### src/sv/fdc_pkg.sv
// Package for the frame deframer with CRC-16/Modbus check.
// Holds frame layout constants, status codes, register indexes and the bytewise CRC update.
// No dependencies.
`default_nettype none

package fdc_pkg;

	localparam int unsigned BYTE_W    = 8;
	localparam int unsigned CNT_W     = 17;
	localparam int unsigned CRC_W     = 16;
	localparam int unsigned STATUS_W  = 3;
	localparam int unsigned OUT_DATA_W = 152;   // 147 field bits padded to whole bytes

	localparam logic [CRC_W-1:0] CRC_INIT = 16'hFFFF;
	localparam logic [CRC_W-1:0] CRC_POLY = 16'hA001;
	localparam logic [CNT_W-1:0] HDR_LEN  = 17'd16;
	localparam logic [CNT_W:0]   MIN_FRAME = 18'd19;
	localparam logic [CNT_W-1:0] COUNT_MAX = 17'h1FFFF;

	typedef enum logic [STATUS_W-1:0] {
		ST_OK        = 3'd0,
		ST_SHORT     = 3'd1,
		ST_LEN_BAD   = 3'd2,
		ST_FRAME_BAD = 3'd3,
		ST_CRC_BAD   = 3'd4
	} status_t;

	typedef enum logic {
		KIND_BODY    = 1'b0,
		KIND_SUMMARY = 1'b1
	} kind_t;

	localparam logic REG_HEADER = 1'b0;
	localparam logic REG_FOOTER = 1'b1;

	// one byte of reflected CRC-16, eight shift steps
	function automatic logic [CRC_W-1:0] crc16_byte(input logic [CRC_W-1:0] crc,
		input logic [BYTE_W-1:0] b);
		logic [CRC_W-1:0] c;
		c = crc ^ {8'h00, b};
		for (int k = 0; k < 8; k++) begin
			if (c[0]) begin
				c = (c >> 1) ^ CRC_POLY;
			end else begin
				c = c >> 1;
			end
		end
		return c;
	endfunction

endpackage

`default_nettype wire

### src/sv/frame_deframer_crc16.sv
// Byte-serial frame parser: header capture, body pass-through, CRC-16/Modbus check.
// Depends on fdc_pkg.
`default_nettype none

// Usage
//  s_axis: one frame byte per transaction (tdata = rx_byte), tlast marks the final byte
//    of the received buffer and closes the frame.
//  m_axis: at most one result per input byte. tuser = kind: 0 carries a body byte,
//    1 carries the end-of-frame summary (status, captured header fields, received CRC).
//    Header and CRC bytes produce no result; the closing byte gives only the summary.
//  cfg: cfg_we writes cfg_wdata to register cfg_addr (0 header_byte, 1 footer_byte);
//    write only while no frame byte is in flight.
//  Timing: a byte is held in the input register; the CRC, counter and checks run in one
//    pass into the result register, which drives m_axis. One byte per cycle sustained
//    while m_tready stays high; the bytewise CRC update in the single processing stage
//    bounds the clock.
//  Stall: with m_tready low a held result keeps the stage busy; one more byte still
//    enters the input register, then s_tready drops until the result is taken.
//  Reset: arst_n clears valid flags, config and frame state to 0, CRC to 0xFFFF. After each
//    summary the frame state returns to that reset value; the config registers are kept.
//  Long frames: the byte counter saturates at 2^17-1 and the frame fails the length check.
module frame_deframer_crc16 (
	input  wire logic         clk,
	input  wire logic         arst_n,
	// slave stream
	input  wire logic         s_tvalid,
	output logic              s_tready,
	input  wire logic [7:0]   s_tdata,    // [7:0] rx_byte
	input  wire logic         s_tlast,    // end_of_buffer
	// master stream
	output logic              m_tvalid,
	input  wire logic         m_tready,
	// [7:0] body_byte, [10:8] status, [18:11] device_type, [26:19] action_code,
	// [34:27] reserved_byte, [66:35] transaction_id, [82:67] source device,
	// [98:83] target device, [114:99] message_type, [130:115] payload_length,
	// [146:131] frame_crc, [151:147] zero
	output logic [fdc_pkg::OUT_DATA_W-1:0] m_tdata,
	output logic [0:0]        m_tuser,    // [0] kind
	// configuration
	input  wire logic         cfg_we,
	input  wire logic         cfg_addr,
	input  wire logic [7:0]   cfg_wdata
);

	// input register
	logic       valid_s1;
	logic [7:0] byte_s1;
	logic       last_s1;

	// configuration registers
	logic [7:0] header_q, footer_q;

	// frame state
	logic [fdc_pkg::CNT_W-1:0] cnt_q;
	logic [15:0] run_crc_q, body_crc_q;
	logic [7:0]  first_q, type_q, action_q, rsvd_q;
	logic [31:0] tid_q;
	logic [15:0] src_q, tgt_q, subtype_q, len_q, rx_crc_q;

	// next-state values for the byte in the input register
	logic [7:0]  first_nxt, type_nxt, action_nxt, rsvd_nxt;
	logic [31:0] tid_nxt;
	logic [15:0] src_nxt, tgt_nxt, subtype_nxt, len_nxt, rx_crc_nxt;
	logic [15:0] run_crc_nxt, body_crc_nxt;
	logic [fdc_pkg::CNT_W-1:0] body_end;
	logic [fdc_pkg::CNT_W:0]   total;
	logic        is_body;
	fdc_pkg::status_t status;

	// result register
	logic        out_valid_q;
	logic        kind_q;
	logic [7:0]  body_q;
	logic [2:0]  status_q;
	logic [7:0]  o_type_q, o_action_q, o_rsvd_q;
	logic [31:0] o_tid_q;
	logic [15:0] o_src_q, o_tgt_q, o_subtype_q, o_len_q, o_crc_q;

	logic advance;

	assign advance  = valid_s1 && (!out_valid_q || m_tready);
	assign s_tready = !valid_s1 || advance;

	// header capture for this byte position
	always_comb begin
		first_nxt   = first_q;
		type_nxt    = type_q;
		action_nxt  = action_q;
		rsvd_nxt    = rsvd_q;
		tid_nxt     = tid_q;
		src_nxt     = src_q;
		tgt_nxt     = tgt_q;
		subtype_nxt = subtype_q;
		len_nxt     = len_q;
		unique case (cnt_q)
			17'd0:  first_nxt          = byte_s1;
			17'd1:  type_nxt           = byte_s1;
			17'd2:  action_nxt         = byte_s1;
			17'd3:  rsvd_nxt           = byte_s1;
			17'd4:  tid_nxt[7:0]       = byte_s1;
			17'd5:  tid_nxt[15:8]      = byte_s1;
			17'd6:  tid_nxt[23:16]     = byte_s1;
			17'd7:  tid_nxt[31:24]     = byte_s1;
			17'd8:  src_nxt[7:0]       = byte_s1;
			17'd9:  src_nxt[15:8]      = byte_s1;
			17'd10: tgt_nxt[7:0]       = byte_s1;
			17'd11: tgt_nxt[15:8]      = byte_s1;
			17'd12: subtype_nxt[7:0]   = byte_s1;
			17'd13: subtype_nxt[15:8]  = byte_s1;
			17'd14: len_nxt[7:0]       = byte_s1;
			17'd15: len_nxt[15:8]      = byte_s1;
			default: ;
		endcase
	end

	// body end uses the length as just updated, so with a zero-length body the CRC snapshot is taken at byte 15
	assign body_end    = fdc_pkg::HDR_LEN + {1'b0, len_nxt};
	assign run_crc_nxt = fdc_pkg::crc16_byte(run_crc_q, byte_s1);
	assign total       = {1'b0, cnt_q} + 18'd1;

	always_comb begin
		rx_crc_nxt = rx_crc_q;
		if (cnt_q == body_end) begin
			rx_crc_nxt[7:0] = byte_s1;
		end else if ({1'b0, cnt_q} == {1'b0, body_end} + 18'd1) begin
			rx_crc_nxt[15:8] = byte_s1;
		end
	end

	assign body_crc_nxt = (total == {1'b0, body_end}) ? run_crc_nxt : body_crc_q;
	assign is_body      = (cnt_q >= fdc_pkg::HDR_LEN) && (cnt_q < body_end);

	// checks in priority order
	always_comb begin
		priority if (total < fdc_pkg::MIN_FRAME) begin
			status = fdc_pkg::ST_SHORT;
		end else if (total != {2'b00, len_nxt} + fdc_pkg::MIN_FRAME) begin
			status = fdc_pkg::ST_LEN_BAD;
		end else if (first_nxt != header_q || byte_s1 != footer_q) begin
			status = fdc_pkg::ST_FRAME_BAD;
		end else if (rx_crc_nxt != body_crc_nxt) begin
			status = fdc_pkg::ST_CRC_BAD;
		end else begin
			status = fdc_pkg::ST_OK;
		end
	end

	// input register
	always_ff @(posedge clk or negedge arst_n) begin
		if (!arst_n) begin
			valid_s1 <= 1'b0;
		end else if (s_tready) begin
			valid_s1 <= s_tvalid;
		end
	end

	always_ff @(posedge clk) begin
		if (s_tvalid && s_tready) begin
			byte_s1 <= s_tdata;
			last_s1 <= s_tlast;
		end
	end

	// configuration registers
	always_ff @(posedge clk or negedge arst_n) begin
		if (!arst_n) begin
			header_q <= '0;
			footer_q <= '0;
		end else if (cfg_we) begin
			unique case (cfg_addr)
				fdc_pkg::REG_HEADER: header_q <= cfg_wdata;
				fdc_pkg::REG_FOOTER: footer_q <= cfg_wdata;
				default: ;
			endcase
		end
	end

	// frame state: cleared on the closing byte
	always_ff @(posedge clk or negedge arst_n) begin
		if (!arst_n) begin
			cnt_q      <= '0;
			run_crc_q  <= fdc_pkg::CRC_INIT;
			body_crc_q <= '0;
			first_q    <= '0;
			type_q     <= '0;
			action_q   <= '0;
			rsvd_q     <= '0;
			tid_q      <= '0;
			src_q      <= '0;
			tgt_q      <= '0;
			subtype_q  <= '0;
			len_q      <= '0;
			rx_crc_q   <= '0;
		end else if (advance) begin
			if (last_s1) begin
				cnt_q      <= '0;
				run_crc_q  <= fdc_pkg::CRC_INIT;
				body_crc_q <= '0;
				first_q    <= '0;
				type_q     <= '0;
				action_q   <= '0;
				rsvd_q     <= '0;
				tid_q      <= '0;
				src_q      <= '0;
				tgt_q      <= '0;
				subtype_q  <= '0;
				len_q      <= '0;
				rx_crc_q   <= '0;
			end else begin
				if (cnt_q != fdc_pkg::COUNT_MAX) begin
					cnt_q <= cnt_q + 17'd1;
				end
				run_crc_q  <= run_crc_nxt;
				body_crc_q <= body_crc_nxt;
				first_q    <= first_nxt;
				type_q     <= type_nxt;
				action_q   <= action_nxt;
				rsvd_q     <= rsvd_nxt;
				tid_q      <= tid_nxt;
				src_q      <= src_nxt;
				tgt_q      <= tgt_nxt;
				subtype_q  <= subtype_nxt;
				len_q      <= len_nxt;
				rx_crc_q   <= rx_crc_nxt;
			end
		end
	end

	// result register
	always_ff @(posedge clk or negedge arst_n) begin
		if (!arst_n) begin
			out_valid_q <= 1'b0;
		end else if (advance) begin
			out_valid_q <= last_s1 || is_body;
		end else if (m_tready) begin
			out_valid_q <= 1'b0;
		end
	end

	always_ff @(posedge clk) begin
		if (advance) begin
			if (last_s1) begin
				kind_q      <= fdc_pkg::KIND_SUMMARY;
				body_q      <= '0;
				status_q    <= status;
				o_type_q    <= type_nxt;
				o_action_q  <= action_nxt;
				o_rsvd_q    <= rsvd_nxt;
				o_tid_q     <= tid_nxt;
				o_src_q     <= src_nxt;
				o_tgt_q     <= tgt_nxt;
				o_subtype_q <= subtype_nxt;
				o_len_q     <= len_nxt;
				o_crc_q     <= rx_crc_nxt;
			end else begin
				kind_q      <= fdc_pkg::KIND_BODY;
				body_q      <= byte_s1;
				status_q    <= fdc_pkg::ST_OK;
				o_type_q    <= '0;
				o_action_q  <= '0;
				o_rsvd_q    <= '0;
				o_tid_q     <= '0;
				o_src_q     <= '0;
				o_tgt_q     <= '0;
				o_subtype_q <= '0;
				o_len_q     <= '0;
				o_crc_q     <= '0;
			end
		end
	end

	assign m_tvalid   = out_valid_q;
	assign m_tuser[0] = kind_q;
	assign m_tdata    = {5'b00000, o_crc_q, o_len_q, o_subtype_q, o_tgt_q, o_src_q,
		o_tid_q, o_rsvd_q, o_action_q, o_type_q, status_q, body_q};

endmodule

`default_nettype wire
### config.mk
export PLATFORM = sky130hd
export DESIGN_NAME = frame_deframer_crc16
export DESIGN_NICKNAME = d
export VERILOG_FILES = /design/src/sv/fdc_pkg.sv /design/src/sv/frame_deframer_crc16.sv
export SDC_FILE = /design/constraint.sdc
export NUM_CORES = 1
export LEC_CHECK = 0
export BUFFER_PORTS_ARGS = -buffer_cell sky130_fd_sc_hd__buf_2
export CAP_MARGIN = 10
export CORE_MARGIN = 5
export CORE_UTILIZATION = 39
export DETAILED_ROUTE_END_ITERATION = 10
export PLACE_DENSITY = 0.56
export SYNTH_ARGS = -nofsm -noshare
export SYNTH_HDL_FRONTEND = slang
export SYNTH_SLANG_ARGS = --single-unit
### constraint.sdc
create_clock -name clk -period 11.25 [get_ports clk]
set_clock_uncertainty 0.2 [all_clocks]
set_input_delay 1.125 -clock clk [delete_from_list [all_inputs] [get_ports clk]]
set_output_delay 1.125 -clock clk [all_outputs]
set_load 0.01 [all_outputs]
==> impl_metrics.tcl <==
set metrics [dict create \
    hold_viol_final 0 \
    synth_area_um2 20100 \
    setup_violations 0 \
    finalInstanceArea_um2 22800 \
    dp_hpwl_mm 38.2 \
    postCtsHoldBufs 0 \
    dieArea_um2 56100 \
    yosys_warnings 0 \
    die_w_um 237 \
    grt_pass1_vias 15300 \
    hold_ws_ns 0.263 \
    num_antenna_cells 0 \
    synth-seq-cells 368 \
    num_rows 83 \
    status "finished, final reports clean" \
    vias 15500 \
    post-route-period-util 0.606 \
    post-route-min-period_ns 6.81 \
    dpl_worst_slack_ns 4.54 \
    cts_setup_buffers 0 \
    criticalPathCategory "reg2reg" \
    worst-path-buf-inv 3 \
    final_util 0.447 \
    yosysUniqueCellTypes 77 \
    io-pin-count 178 \
    postPlaceCellArea_um2 21300 \
    initial_core_util 0.393 \
    leakage_uw 0.00912 \
    nNetsFinal 2190 \
    finalWeightedCongestion 0.916 \
    async_flop_share 0.573 \
    first_pass_iters 5 \
    yosysSeqAreaShare 0.499 \
    grt_overflow 0 \
    grt_pass1_wl_mm 92.3 \
    vias_per_cell 5.43 \
    critical_path_required_ns 11.35 \
    maxSlewViolCount 0 \
    rsz0062_at_grt "no" \
    final.setup.tns_ns 0 \
    end_kind "flip-flop" \
    cts.clk_slew.worst_paths_ns 0.06 \
    coreArea_um2 51100 \
    die_y_um 237 \
    crit_path_top_delay_cell "and3_1" \
    port_buffers 172 \
    drt_iter0_drc 1254 \
    crit_path_start_kind "flip-flop" \
    cp_max_fo 23 \
    synthMostInstantiatedCell "nand2_1" \
    drc_errors 0 \
    fmax_mhz 147 \
    cts_tree "built" \
    timing.slew.headroom 0.234 \
    grt_max_degree 209 \
    htreeDepth 2 \
    synth_cells 2046 \
    finalWirelength_mm 59.5 \
    synth_edf_count 157 \
    cts.path.max_buffers 3 \
    maxCapViolCount 0 \
    clk_latency_ns 0.57 \
    cp_top_family "simple AND/OR/NAND/NOR gates" \
    drive_gt1_frac 0.153 \
    vdd_drop_max_v 0.000111 \
    cts-root-buf "clkbuf_16" \
    synth_flop_cell "dfrtp_1" \
    critPathArrivalTime_ns 6.91 \
    worst_slack_ns 4.44 \
    postRouteAntennaNets 0 \
    yosys-top-cells-area "dfrtp_1, edfxtp_1, nand2_1, a21boi_0, o21ai_0" \
    ys_top_cells_by_count "nand2_1, o21ai_0, dfrtp_1" \
    syn_to_final_growth_pct 13.8 \
    syn_avg_cell_area_um2 9.80 \
    hp-class "reg2reg" \
    synth_top_area_frac 0.243 \
    cp_cell_sequence "inv_1, ha_1, and4b_1, nand4_4, mux2i_4, inv_1, ha_1, nand3_1, mux2i_2, o2111ai_1, xor2_1, inv_1, ha_1, and4_1, and3_1, mux2i_1, xnor2_1, nand4_1, nor4_2, a311oi_2" \
    slowest_delay_ns 0.63 \
    power.density_nw_per_um2 180 \
    cts.sinks 368 \
    track_usage 0.206 \
    synth_top_area_cell "dfrtp_1" \
    post_cts_resized 0 \
    antenna_found_initial 2 \
    worstMarginPinSlew_ns 1.15 \
    wl_per_cell_um 20.8 \
    cts_made_buffers 43 \
]
[final timing paths]
check,startpoint,end,slack (ns),cells past startpoint
max,cnt_q[0]$_DFFE_PN0P_,status_q[2]$_SDFFCE_PP0P_,4.44,20
max reg2reg,cnt_q[0]$_DFFE_PN0P_,status_q[2]$_SDFFCE_PP0P_,4.44,20
min reg2reg,run_crc_q[4]$_DFFE_PN1P_,run_crc_q[4]$_DFFE_PN1P_,0.26,2
max in group asynchronous,arst_n,cnt_q[10]$_DFFE_PN0P_,8.98,2
min in group asynchronous,arst_n,rx_crc_q[13]$_DFFE_PN0P_,0.47,1
min,run_crc_q[4]$_DFFE_PN1P_,run_crc_q[4]$_DFFE_PN1P_,0.26,2
[report_power, final]
group | leakage (uW) | total [uW] | internal [uW] | switching (uW)
clock | 0.000705 | 1470 | 884 | 587
sequential | 0.00436 | 1800 | 1680 | 119
combinational | 0.00406 | 834 | 309 | 524
total | 0.00912 | 4100 | 2870 | 1230
[cell type report]
class / count / area, um2
clock buffer: 52 / 1130
clock inverter: 28 / 348
fill: 4889 / 28300
inverter: 32 / 125
multi-input combinational: 1505 / 9330
sequential: 368 / 10000
tap: 680 / 851
timing repair buffer: 191 / 1020
[cell families (layout without fill, tap and decap cells)]
| logic type | after synthesis | in the layout | synth area share |
|---|---|---|---|
| AND/OR/NAND/NOR | 741 | 741 | 0.173 |
| AO/OA/AOI/OAI | 513 | 513 | 0.164 |
| flip-flops | 368 | 368 | 0.499 |
| buffers and inverters | 177 | 303 | 0.0369 |
| XOR/XNOR | 142 | 142 | 0.0652 |
| multiplexers | 78 | 78 | 0.0454 |
| adder cells (fa/ha/maj) | 26 | 26 | 0.0162 |
| other | 1 | 5 | 0.000187 |
[layout by cell type (no fill, tap or decap), types with 21 or more instances in the layout]
| master | synthesis | routed |
|---|---|---|
| a21boi_0 | 177 | 177 |
| a21oi_1 | 50 | 50 |
| a22oi_1 | 34 | 34 |
| buf_2 | 9 | 171 |
| clkbuf_16 | 0 | 44 |
| dfrtp_1 | 195 | 195 |
| edfxtp_1 | 157 | 157 |
| ha_1 | 26 | 26 |
| inv_1 | 31 | 31 |
| mux2_2 | 21 | 21 |
| mux2i_1 | 44 | 44 |
| nand2_1 | 447 | 446 |
| nand3_1 | 40 | 40 |
| nand4_1 | 29 | 29 |
| nor2_1 | 64 | 64 |
| nor2b_1 | 52 | 52 |
| o21ai_0 | 199 | 199 |
| xnor2_1 | 89 | 89 |
| xor2_1 | 47 | 47 |
[sequential cells by signal, summed over array words and instances, names as in the netlist, 16 cells and up]
register and cells:
o_crc_q 16, o_src_q 16, rx_crc_q 16, len_q 16, subtype_q 16, o_tgt_q 16
src_q 16, o_tid_q 32, o_len_q 16, body_crc_q 16, cnt_q 17, o_subtype_q 16
tid_q 32, run_crc_q 16, tgt_q 16
[tightest hold or removal path, cell delays in order (launching register included)]
cell	delay (ns)
dfstp_2	0.37
nand2_1	0.05
nand2_1	0.04
[layer usage]
layer / up-vias / share of wire / GRT usage / wire (um)
li1: 7317 / - / - / -
met1: 7736 / 0.47 / 0.303 / 27800
met2: 399 / 0.47 / 0.327 / 27800
met3: 61 / 0.051 / 0.0312 / 3020
met4: 2 / 0.015 / 0.0416 / 893
met5: - / 0.00022 / 0 / 13
[through the flow]
stage	power (uW)	std cells
detailed placement	2660	2776
floorplan	2370	2050
global route	4320	2856
global placement	2630	2776
finish	4100	2856
CTS	4140	2856
No activity file was read; power rests on OpenSTA's default activity.
